==> src/rtl/shabc_pkg.sv <==
// SHA-256 constants, command bundle type and round functions shared by the compressor modules.
package shabc_pkg;

    localparam int WordW = 32;

    typedef logic [WordW-1:0] word_t;

    localparam word_t InitHash [8] = '{
        32'h6a09e667, 32'hbb67ae85, 32'h3c6ef372, 32'ha54ff53a,
        32'h510e527f, 32'h9b05688c, 32'h1f83d9ab, 32'h5be0cd19
    };

    localparam word_t RoundK [64] = '{
        32'h428a2f98, 32'h71374491, 32'hb5c0fbcf, 32'he9b5dba5,
        32'h3956c25b, 32'h59f111f1, 32'h923f82a4, 32'hab1c5ed5,
        32'hd807aa98, 32'h12835b01, 32'h243185be, 32'h550c7dc3,
        32'h72be5d74, 32'h80deb1fe, 32'h9bdc06a7, 32'hc19bf174,
        32'he49b69c1, 32'hefbe4786, 32'h0fc19dc6, 32'h240ca1cc,
        32'h2de92c6f, 32'h4a7484aa, 32'h5cb0a9dc, 32'h76f988da,
        32'h983e5152, 32'ha831c66d, 32'hb00327c8, 32'hbf597fc7,
        32'hc6e00bf3, 32'hd5a79147, 32'h06ca6351, 32'h14292967,
        32'h27b70a85, 32'h2e1b2138, 32'h4d2c6dfc, 32'h53380d13,
        32'h650a7354, 32'h766a0abb, 32'h81c2c92e, 32'h92722c85,
        32'ha2bfe8a1, 32'ha81a664b, 32'hc24b8b70, 32'hc76c51a3,
        32'hd192e819, 32'hd6990624, 32'hf40e3585, 32'h106aa070,
        32'h19a4c116, 32'h1e376c08, 32'h2748774c, 32'h34b0bcb5,
        32'h391c0cb3, 32'h4ed8aa4a, 32'h5b9cca4f, 32'h682e6ff3,
        32'h748f82ee, 32'h78a5636f, 32'h84c87814, 32'h8cc70208,
        32'h90befffa, 32'ha4506ceb, 32'hbef9a3f7, 32'hc67178f2
    };

    // Controller to datapath commands
    typedef struct packed {
        logic       store_word;
        logic [3:0] word_index;
        logic       chain_init;
        logic       load_work;
        logic       round_step;
        logic [5:0] round_index;
        logic       chain_add;
        logic       load_digest;
        logic       shift_digest;
    } cmd_t;

    function automatic word_t rotr(word_t x, int unsigned n);
        return (x >> n) | (x << (WordW - n));
    endfunction

    function automatic word_t small_sigma0(word_t x);
        return rotr(x, 7) ^ rotr(x, 18) ^ (x >> 3);
    endfunction

    function automatic word_t small_sigma1(word_t x);
        return rotr(x, 17) ^ rotr(x, 19) ^ (x >> 10);
    endfunction

    function automatic word_t big_sigma0(word_t x);
        return rotr(x, 2) ^ rotr(x, 13) ^ rotr(x, 22);
    endfunction

    function automatic word_t big_sigma1(word_t x);
        return rotr(x, 6) ^ rotr(x, 11) ^ rotr(x, 25);
    endfunction

endpackage

==> src/rtl/shabc_ctrl.sv <==
// Sequencer for word intake, the 64 rounds, chaining update and digest output.
module shabc_ctrl
    import shabc_pkg::*;
(
    input  logic clk,
    input  logic rst_n,
    input  logic in_valid,
    output logic in_stall,
    input  logic new_message,
    input  logic end_of_message,
    output logic out_valid,
    input  logic out_stall,
    output logic digest_last,
    output cmd_t cmd
);

    localparam logic [1:0] StIdle   = 2'd0;
    localparam logic [1:0] StRound  = 2'd1;
    localparam logic [1:0] StUpdate = 2'd2;
    localparam logic [1:0] StEmit   = 2'd3;

    logic [1:0] state_reg, state_next;
    logic [3:0] word_count_reg, word_count_next;
    logic [5:0] round_reg, round_next;
    logic       end_reg, end_next;
    logic       out_busy_reg, out_busy_next;
    logic [2:0] out_cnt_reg, out_cnt_next;

    logic       in_take;
    logic       out_take;
    logic [3:0] word_idx;

    assign in_stall    = (state_reg != StIdle);
    assign in_take     = in_valid && !in_stall;
    assign out_valid   = out_busy_reg;
    assign out_take    = out_busy_reg && !out_stall;
    assign digest_last = (out_cnt_reg == 3'd7);
    assign word_idx    = new_message ? 4'd0 : word_count_reg;

    always_comb
    begin
        state_next      = state_reg;
        word_count_next = word_count_reg;
        round_next      = round_reg;
        end_next        = end_reg;
        out_busy_next   = out_busy_reg;
        out_cnt_next    = out_cnt_reg;

        cmd              = '0;
        cmd.word_index   = word_idx;
        cmd.round_index  = round_reg;
        cmd.shift_digest = out_take;

        if (out_take)
        begin
            out_cnt_next = out_cnt_reg + 3'd1;
            if (out_cnt_reg == 3'd7)
            begin
                out_busy_next = 1'b0;
            end
        end

        case (state_reg)
            StIdle:
            begin
                if (in_take)
                begin
                    cmd.store_word  = 1'b1;
                    cmd.chain_init  = new_message;
                    word_count_next = word_idx + 4'd1;
                    if (word_idx == 4'd15)
                    begin
                        cmd.load_work = 1'b1;
                        end_next      = end_of_message;
                        round_next    = '0;
                        state_next    = StRound;
                    end
                end
            end
            StRound:
            begin
                cmd.round_step = 1'b1;
                round_next     = round_reg + 6'd1;
                if (round_reg == 6'd63)
                begin
                    state_next = StUpdate;
                end
            end
            StUpdate:
            begin
                cmd.chain_add = 1'b1;
                state_next    = end_reg ? StEmit : StIdle;
            end
            StEmit:
            begin
                // wait until the previous digest has fully drained
                if (!out_busy_reg)
                begin
                    cmd.load_digest = 1'b1;
                    out_busy_next   = 1'b1;
                    out_cnt_next    = '0;
                    state_next      = StIdle;
                end
            end
            default:
            begin
                state_next = StIdle;
            end
        endcase
    end

    always_ff @(posedge clk or negedge rst_n)
    begin
        if (!rst_n)
        begin
            state_reg      <= StIdle;
            word_count_reg <= '0;
            round_reg      <= '0;
            end_reg        <= 1'b0;
            out_busy_reg   <= 1'b0;
            out_cnt_reg    <= '0;
        end
        else
        begin
            state_reg      <= state_next;
            word_count_reg <= word_count_next;
            round_reg      <= round_next;
            end_reg        <= end_next;
            out_busy_reg   <= out_busy_next;
            out_cnt_reg    <= out_cnt_next;
        end
    end

endmodule

==> src/rtl/shabc_dpath.sv <==
// Message schedule window, round datapath, chaining value and digest output register.
module shabc_dpath
    import shabc_pkg::*;
(
    input  logic  clk,
    input  logic  rst_n,
    input  cmd_t  cmd,
    input  word_t message_word,
    output word_t digest_word
);

    word_t w_reg     [16];
    word_t work_reg  [8];
    word_t chain_reg [8];
    word_t dig_reg   [8];

    word_t w_new;
    word_t t1, t2;
    word_t ch, maj;

    // schedule: window holds w[t..t+15], w_reg[0] is the current round word
    assign w_new = small_sigma1(w_reg[14]) + w_reg[9] + small_sigma0(w_reg[1]) + w_reg[0];

    assign ch  = (work_reg[4] & work_reg[5]) ^ (~work_reg[4] & work_reg[6]);
    assign maj = (work_reg[0] & work_reg[1]) ^ (work_reg[0] & work_reg[2])
               ^ (work_reg[1] & work_reg[2]);
    assign t1  = work_reg[7] + big_sigma1(work_reg[4]) + ch + RoundK[cmd.round_index]
               + w_reg[0];
    assign t2  = big_sigma0(work_reg[0]) + maj;

    assign digest_word = dig_reg[0];

    always_ff @(posedge clk)
    begin
        if (cmd.store_word)
        begin
            w_reg[cmd.word_index] <= message_word;
        end
        else if (cmd.round_step)
        begin
            for (int i = 0; i < 15; i++)
            begin
                w_reg[i] <= w_reg[i+1];
            end
            w_reg[15] <= w_new;
        end
    end

    always_ff @(posedge clk)
    begin
        if (cmd.load_work)
        begin
            for (int i = 0; i < 8; i++)
            begin
                work_reg[i] <= chain_reg[i];
            end
        end
        else if (cmd.round_step)
        begin
            work_reg[7] <= work_reg[6];
            work_reg[6] <= work_reg[5];
            work_reg[5] <= work_reg[4];
            work_reg[4] <= work_reg[3] + t1;
            work_reg[3] <= work_reg[2];
            work_reg[2] <= work_reg[1];
            work_reg[1] <= work_reg[0];
            work_reg[0] <= t1 + t2;
        end
    end

    always_ff @(posedge clk or negedge rst_n)
    begin
        if (!rst_n)
        begin
            for (int i = 0; i < 8; i++)
            begin
                chain_reg[i] <= InitHash[i];
            end
        end
        else if (cmd.chain_init)
        begin
            for (int i = 0; i < 8; i++)
            begin
                chain_reg[i] <= InitHash[i];
            end
        end
        else if (cmd.chain_add)
        begin
            for (int i = 0; i < 8; i++)
            begin
                chain_reg[i] <= chain_reg[i] + work_reg[i];
            end
        end
    end

    always_ff @(posedge clk)
    begin
        if (cmd.load_digest)
        begin
            for (int i = 0; i < 8; i++)
            begin
                dig_reg[i] <= chain_reg[i];
            end
        end
        else if (cmd.shift_digest)
        begin
            for (int i = 0; i < 7; i++)
            begin
                dig_reg[i] <= dig_reg[i+1];
            end
            dig_reg[7] <= dig_reg[7];
        end
    end

endmodule

==> src/rtl/sha256_block_compressor.sv <==
// Top level of the SHA-256 block compressor: sequencer plus datapath.
//
//  channel | valid     | stall     | payload
//  --------+-----------+-----------+-------------------------------------------
//  input   | in_valid  | in_stall  | message_word, new_message, end_of_message
//  output  | out_valid | out_stall | digest_word, digest_last
//
// Words 0..14 of a block are stored into the schedule window. The sixteenth
// word starts the compression: 64 rounds at one round per cycle, then the
// chaining add. A final block then hands the digest to the output register,
// waiting while the previous digest is still draining. The eight digest items
// then leave one per cycle from that output register while out_stall is low,
// and new input items are already taken meanwhile. Reset loads the SHA-256
// initial value into the chaining value and clears the word position. A
// stalled output only holds the input side once a later digest is ready to load.
module sha256_block_compressor
    import shabc_pkg::*;
(
    input  logic        clk,
    input  logic        rst_n,
    input  logic        in_valid,
    output logic        in_stall,
    input  logic [31:0] message_word,
    input  logic        new_message,
    input  logic        end_of_message,
    output logic        out_valid,
    input  logic        out_stall,
    output logic [31:0] digest_word,
    output logic        digest_last
);

    cmd_t cmd;

    // sequencer: word position, round counter, output item count
    shabc_ctrl u_ctrl (
        .clk            (clk),
        .rst_n          (rst_n),
        .in_valid       (in_valid),
        .in_stall       (in_stall),
        .new_message    (new_message),
        .end_of_message (end_of_message),
        .out_valid      (out_valid),
        .out_stall      (out_stall),
        .digest_last    (digest_last),
        .cmd            (cmd)
    );

    // schedule window, a..h round registers, chaining value, digest shifter
    shabc_dpath u_dpath (
        .clk          (clk),
        .rst_n        (rst_n),
        .cmd          (cmd),
        .message_word (message_word),
        .digest_word  (digest_word)
    );

endmodule
==> config.mk <==
export PLATFORM = sky130hd
export DESIGN_NAME = sha256_block_compressor
export DESIGN_NICKNAME = d
export VERILOG_FILES = /design/src/rtl/shabc_pkg.sv /design/src/rtl/shabc_ctrl.sv /design/src/rtl/shabc_dpath.sv /design/src/rtl/sha256_block_compressor.sv
export SDC_FILE = /design/constraint.sdc
export NUM_CORES = 2
export LEC_CHECK = 0
export BUFFER_PORTS_ARGS = -buffer_cell sky130_fd_sc_hd__buf_2
export CORE_ASPECT_RATIO = 0.8
export CORE_UTILIZATION = 60
export DETAILED_ROUTE_END_ITERATION = 6
export PLACE_DENSITY = 0.76
export SYNTH_ARGS = -nofsm -noshare
export SYNTH_HDL_FRONTEND = slang
export SYNTH_SLANG_ARGS = --single-unit
==> constraint.sdc <==
create_clock -name clk -period 10.48 [get_ports clk]
set_clock_uncertainty 0.15 [all_clocks]
set_input_delay 1.572 -clock clk [delete_from_list [all_inputs] [get_ports clk]]
set_output_delay 1.572 -clock clk [all_outputs]
set_load 0.02 [all_outputs]
# Word-level counts from Yosys, hierarchy flattened

Memory sizes are Yosys's and may differ from the RTL's.
Cells that the tools add are included.

Logic and storage cells: 170
Memory bits (writable): 1,024
Memories kept: 4
Flip-flop bits (word level): 273
Input port bits: 38
ROM bits: 2,048
Output and inout bits: 35

Reductions and logical operators: 13
Bitwise gates (word level): 44
Mux-type cells: 63
Equal/unequal tests: 10
Order comparisons: 1
Add/sub/neg operators: 21

Memories:

| memory           | depth | bits a word | read ports | clocked after memory_dff | wr ports | line              | source |
|---|---|---|---|---|---|---|---|
| (no name shown)  | 64    | 32          | 1          | 0                        | 0        | shabc_dpath.sv:27 | `assign t1 = work_reg[7] + big_sigma1(work_reg[4]) + ch + RoundK[cmd.round_index]` |
| u_dpath.w_reg    | 16    | 32          | 16         | 0                        | 16       | shabc_dpath.sv:12 | `word_t w_reg [16];` |
| u_dpath.dig_reg  | 8     | 32          | 8          | 0                        | 8        | shabc_dpath.sv:15 | `word_t dig_reg [8];` |
| u_dpath.work_reg | 8     | 32          | 8          | 0                        | 8        | shabc_dpath.sv:13 | `word_t work_reg [8];` |

Operator list:

| cell                                            | count |
|---|---|
| 32-bit two-way mux                              | 19 |
| 32-bit adder                                    | 18 |
| 256-bit two-way mux                             | 2 |
| 32-bit bitwise XOR                              | 9 |
| 32-bit bitwise AND                              | 5 |
| 32-bit NOT                                      | 1 |
| 10-bit by 32-bit bitwise OR with 32-bit output  | 1 |
| 13-bit by 32-bit bitwise OR with 32-bit output  | 1 |
| 14-bit by 32-bit bitwise OR with 32-bit output  | 1 |
| 15-bit by 32-bit bitwise OR with 32-bit output  | 1 |
| 19-bit by 32-bit bitwise OR with 32-bit output  | 1 |
| 21-bit by 32-bit bitwise OR with 32-bit output  | 1 |
| 25-bit by 32-bit bitwise OR with 32-bit output  | 1 |
| 26-bit by 32-bit bitwise OR with 32-bit output  | 1 |
| 30-bit by 32-bit bitwise OR with 32-bit output  | 1 |
| 7-bit by 32-bit bitwise OR with 32-bit output   | 1 |
| 32-bit OR reduction                             | 1 |
| 32-bit by 22-bit bitwise XOR with 32-bit output | 1 |
| 32-bit by 29-bit bitwise XOR with 32-bit output | 1 |
| 1-bit two-way mux                               | 26 |
| 1-bit bitwise OR                                | 16 |
| 2-bit two-way mux                               | 7 |
| 6-bit two-way mux                               | 2 |
| 6-bit case mux with 2 select lines              | 1 |
| 22 further kinds                                | 33 |

# Logic depth before layout (Yosys ltp)

Word-level depth: 9
Mapped depth: 38
Depth with buffers taken out: 37

# Modules after synthesis

A second synthesis with hierarchy kept.

Cell total of the unflattened synthesis: 7,398
Area, all modules: 80,141.9 µm²

Modules (own cells, without submodules):

| module      | seq. area each (µm²) | cells each | area each (µm²) | instances |
|---|---|---|---|---|
| shabc_dpath | 37,325.8             | 7,307      | 79,157.2        | 1 |
| shabc_ctrl  | 425.4                | 91         | 984.7           | 1 |

# Worst setup path before layout

No wires, ideal clock.

Path type: reg2reg
From: reg u_ctrl.round_reg[0]
To: mem u_dpath.work_reg[0][31] in the netlist's numbering (data pin)
Arrival: 7.972 ns
Stages on the path, launching flop included: 35
Setup time: 0.263 ns
Required time: 10.067 ns
Buffers on the path: 2
Setup slack: 2.095 ns
Cells stage by stage: dfrtp_1 > inv_1 > clkbuf_1 > ha_1 > clkbuf_1 > inv_1 > nand2_1 > o21ai_0 > mux4_2 > nor2_1 > a21oi_1 > fa_1 > fa_1 > inv_1 > fa_1 > inv_1 > ha_1 > or4_1 > o211ai_1 > a31oi_1 > a211oi_1 > nor2b_1 > o21a_1 > o21a_1 > o41a_1 > xor2_1 > fa_1 > ha_1 > a21o_1 > a21o_1 > a21oi_1 > nor4b_1 > a311o_1 > xnor2_1 > o21ai_1

RTL lines:

| element                  | line              | source |
|---|---|---|
| start: declaration       | shabc_ctrl.sv:24  | `logic [5:0] round_reg, round_next;` |
| start signal: assignment | shabc_ctrl.sv:127 | `round_reg <= round_next;` |
| end: declaration         | shabc_dpath.sv:13 |  |

==> results.yml <==
outcome:
  status: "complete, no violations"
synthesis:
  ys_seq_area_frac: 0.478
  async_flop_share: 0.210
  synth_area_per_cell_um2: 10.2
  syn-num-nets: 8384
  ys.warnings.count: 0
  yosys.cell_types.count: 91
  yosys.area.top_type: "edfxtp_1"
  netlist_area_um2: 79000
  synth_top_area_frac: 0.389
  ys_ff_latch: 1297
  synthCells: 7755
  ys.flop_type: "edfxtp_1"
  synth-edff-count: 1024
  netlist_top_cells_area: "edfxtp_1, nand2_1, a21o_1"
sta:
  holdWs_ns: 0.345
  maxSlewHeadroom: 0.0468
  hold_viol: 0
  tightest_slew_ns: 1.43
  tns_ns: 0
  fmax_mhz: 102
  rsz0062_at_grt: "false"
  min_period_ns: 9.83
  finalSetupViolations: 0
  post-route-period-util: 0.938
  slew_violations: 0
global_routing:
  antenna_found_initial: 5
  grt_pass1_wl_mm: 374
  track_usage: 0.377
  grt_pass1_vias: 57100
  grt_overflow: 0
  grt_max_degree: 235
power_and_ir_drop:
  cellPowerDensity_nw_per_um2: 283
  combinationalPowerShare: 0.532
  p_int_w: 0.0139
  total_leakage_power_nw: 36.3
  p_sw_frac: 0.424
  power_frac_seq: 0.263
  clkPwrFrac: 0.205
  finalPower_w: 0.0242
  peakVddDrop_uv: 412
  p_switching_w: 0.0103
clock_network:
  cts_buffers: 137
  cts_buffer_depth: 3
  insertion_delay_ns: 0.82
  cts.sinks: 1297
  cts_tree: "done"
  clockRootBuffer: "clkbuf_16"
  path_clk_slew_ns: 0.07
  htree_levels: 4
setup_path:
  worst_setup_path_end_kind: "flip-flop"
  crit_slowest_cell: "a2111oi_1"
  r2r_setup_slack_ns: 0.65
  r2r_start: "u_ctrl.round_reg[0]$_DFFE_PN0P_"
  worst_ep_arrival_time_ns: 10.21
  cp-start-kind: "flip-flop"
  critPathRequiredTime_ns: 10.86
  crit_fanout: 10
  reg2reg_to: "u_dpath.work_reg[0][26]$_DFFE_PP_"
  critPathKind: "flip-flop to flip-flop"
  reg2regPathDepth: 35
  max_stage_delay_ns: 0.80
placement:
  gp_congestion: 1.03
  port_buffers: 72
  placed_area_um2: 80900
  hpwl_mm: 177
detailed_routing:
  avgViaCountPerCell: 6.46
  wire_per_inst_um: 26.6
  ant_nets: 0
  num_vias: 61300
  dr.pass1.iters: 6
  drc: 0
  routed_wl_mm: 252
  drtIter0Drc: 8384
final_layout:
  synthToLayoutAreaGrowth_pct: 8.18
  largest_reg_flops: 512
  fin_nets: 8262
  drive_gt1_frac: 0.0829
  design_area_um2: 85400
worst_hold_path:
  hold_start: "u_dpath.chain_reg[6]$_DFFE_PN0P_"
  hold_depth: 0
  hold_class: "flip-flop to flip-flop"
  min_to: "u_dpath.dig_reg[1][102]$_DFFE_PP_"
floorplan:
  boundaryPins: 73
  start_util: 0.608
  row_count: 118
  die_w_um: 408
  die_area_um2: 133000
  core_area_um2: 130000
  die_h_um: 326
run:
  maxCapViolCount: 0
-- synth_stat cells (12+ instances only) --
master / number
nor2_1: 320
nor4_1: 12
buf_1: 29
buf_4: 32
edfxtp_1: 1024
nor3b_1: 13
o21bai_1: 39
mux2i_1: 12
a21o_1: 660
xnor2_1: 384
ha_1: 396
a31oi_1: 50
nand2_1: 1660
nand4_1: 23
o21a_1: 68
fa_1: 195
or3_1: 20
dfstp_2: 136
nor3_1: 57
dfrtp_1: 137
o211ai_1: 39
a21oi_1: 452
nand3_1: 71
a22o_1: 12
a211oi_1: 51
o31ai_1: 41
xor2_1: 184
nor2b_1: 39
a211o_1: 18
clkbuf_1: 404
o21ai_1: 26
o21ai_0: 416
and3_1: 47
a2111oi_0: 13
nand2b_1: 62
mux2_2: 31
a311oi_1: 15
o22ai_1: 12
maj3_1: 22
and2_1: 44
inv_1: 282
o22a_1: 13
-- worst max-delay path, delay by kind of cell (launching register included) --
kind	cells	cell delay [ns]
xor+xnor	2	0.29
compound gates	13	3.21
buf+inv	8	1.26
mux	1	0.50
simple gates	4	0.82
fa+ha+maj	7	2.91
flops	1	0.38
-- worst max path at each step --
stage          slack [ns]                                end  depth (start not counted)                            start
4_1_cts              0.75  u_dpath.work_reg[0][31]$_DFFE_PP_                         34  u_ctrl.round_reg[0]$_DFFE_PN0P_
3_3_place_gp         0.90  u_dpath.work_reg[0][28]$_DFFE_PP_                         34  u_ctrl.round_reg[0]$_DFFE_PN0P_
6_report             0.65  u_dpath.work_reg[0][26]$_DFFE_PP_                         35  u_ctrl.round_reg[0]$_DFFE_PN0P_
5_1_grt              0.24  u_dpath.work_reg[0][31]$_DFFE_PP_                         36  u_ctrl.round_reg[0]$_DFFE_PN0P_
2_1_floorplan        2.10  u_dpath.work_reg[0][31]$_DFFE_PP_                         34  u_ctrl.round_reg[0]$_DFFE_PN0P_
3_5_place_dp         0.82  u_dpath.work_reg[0][31]$_DFFE_PP_                         34  u_ctrl.round_reg[0]$_DFFE_PN0P_
-- per-stage QoR --
step / worst slack, ns / util / std cells
2_1_floorplan: 2.10 / - / 7755
3_3_place_gp: 0.895 / 0.623 / 9234
3_5_place_dp: 0.818 / 0.623 / 9234
4_1_cts: 0.754 / 0.657 / 9486
5_1_grt: 0.240 / 0.658 / 9486
6_report: 0.650 / 0.658 / 9487
-- repair_timing --
item	in CTS	in global routing
resized for setup	0	1
hold buffers	0	0
endpoints found under the setup margin	0	4
setup buffers	0	0
-- cells in the final DEF (no fill, tap or decap), types with 195 or more instances in the layout --
| master | count |
|---|---|
| xnor2_1 | 384 |
| fa_1 | 195 |
| ha_1 | 396 |
| edfxtp_1 | 1024 |
| a21oi_1 | 452 |
| nor2_1 | 319 |
| inv_1 | 281 |
| o21ai_0 | 399 |
| a21o_1 | 660 |
| nand2_1 | 1659 |
-- cells by family (layout without fill, tap and decap cells) --
kind of cell	count (synthesis)	after routing	synth area share
compound gates	2066	2066	0.171
xor+xnor	568	568	0.0630
buf+inv	749	740	0.0371
flops	1297	1297	0.478
other cells	0	1	0
mux	51	51	0.00822
simple gates	2411	2411	0.127
fa+ha+maj	613	613	0.115
-- per-layer routing --
layer / track usage / vias to the layer above / wire [µm]
met4: 0.108 / 4 / 6690
met1: 0.599 / 30400 / 113000
met2: 0.504 / 3420 / 101000
met3: 0.0923 / 375 / 32000
li1: - / 27000 / -
met5: 0 / - / 35
-- layout make-up --
type | instances | area, µm²
Tap cell | 1740 | 2180
Fill cell | 10200 | 44500
Timing Repair Buffer | 204 | 1420
Sequential cell | 1297 | 37800
Antenna cell | 1 | 2.50
Multi-Input combinational cell | 5709 | 38500
Clock inverter | 59 | 681
Inverter | 284 | 1070
Clock buffer | 193 | 3800
-- power groups by stage --
stage	logic [W]	clock network, W	registers, W
final	0.0129	0.00496	0.00636
after global routing	0.0140	0.00518	0.00639
after CTS	0.0126	0.00500	0.00635
after detailed placement	0.0125	0	0.00645
after global placement	0.0123	0	0.00644
after floorplan	0.00880	0	0.00640
(Power assumes the default switching activity.)
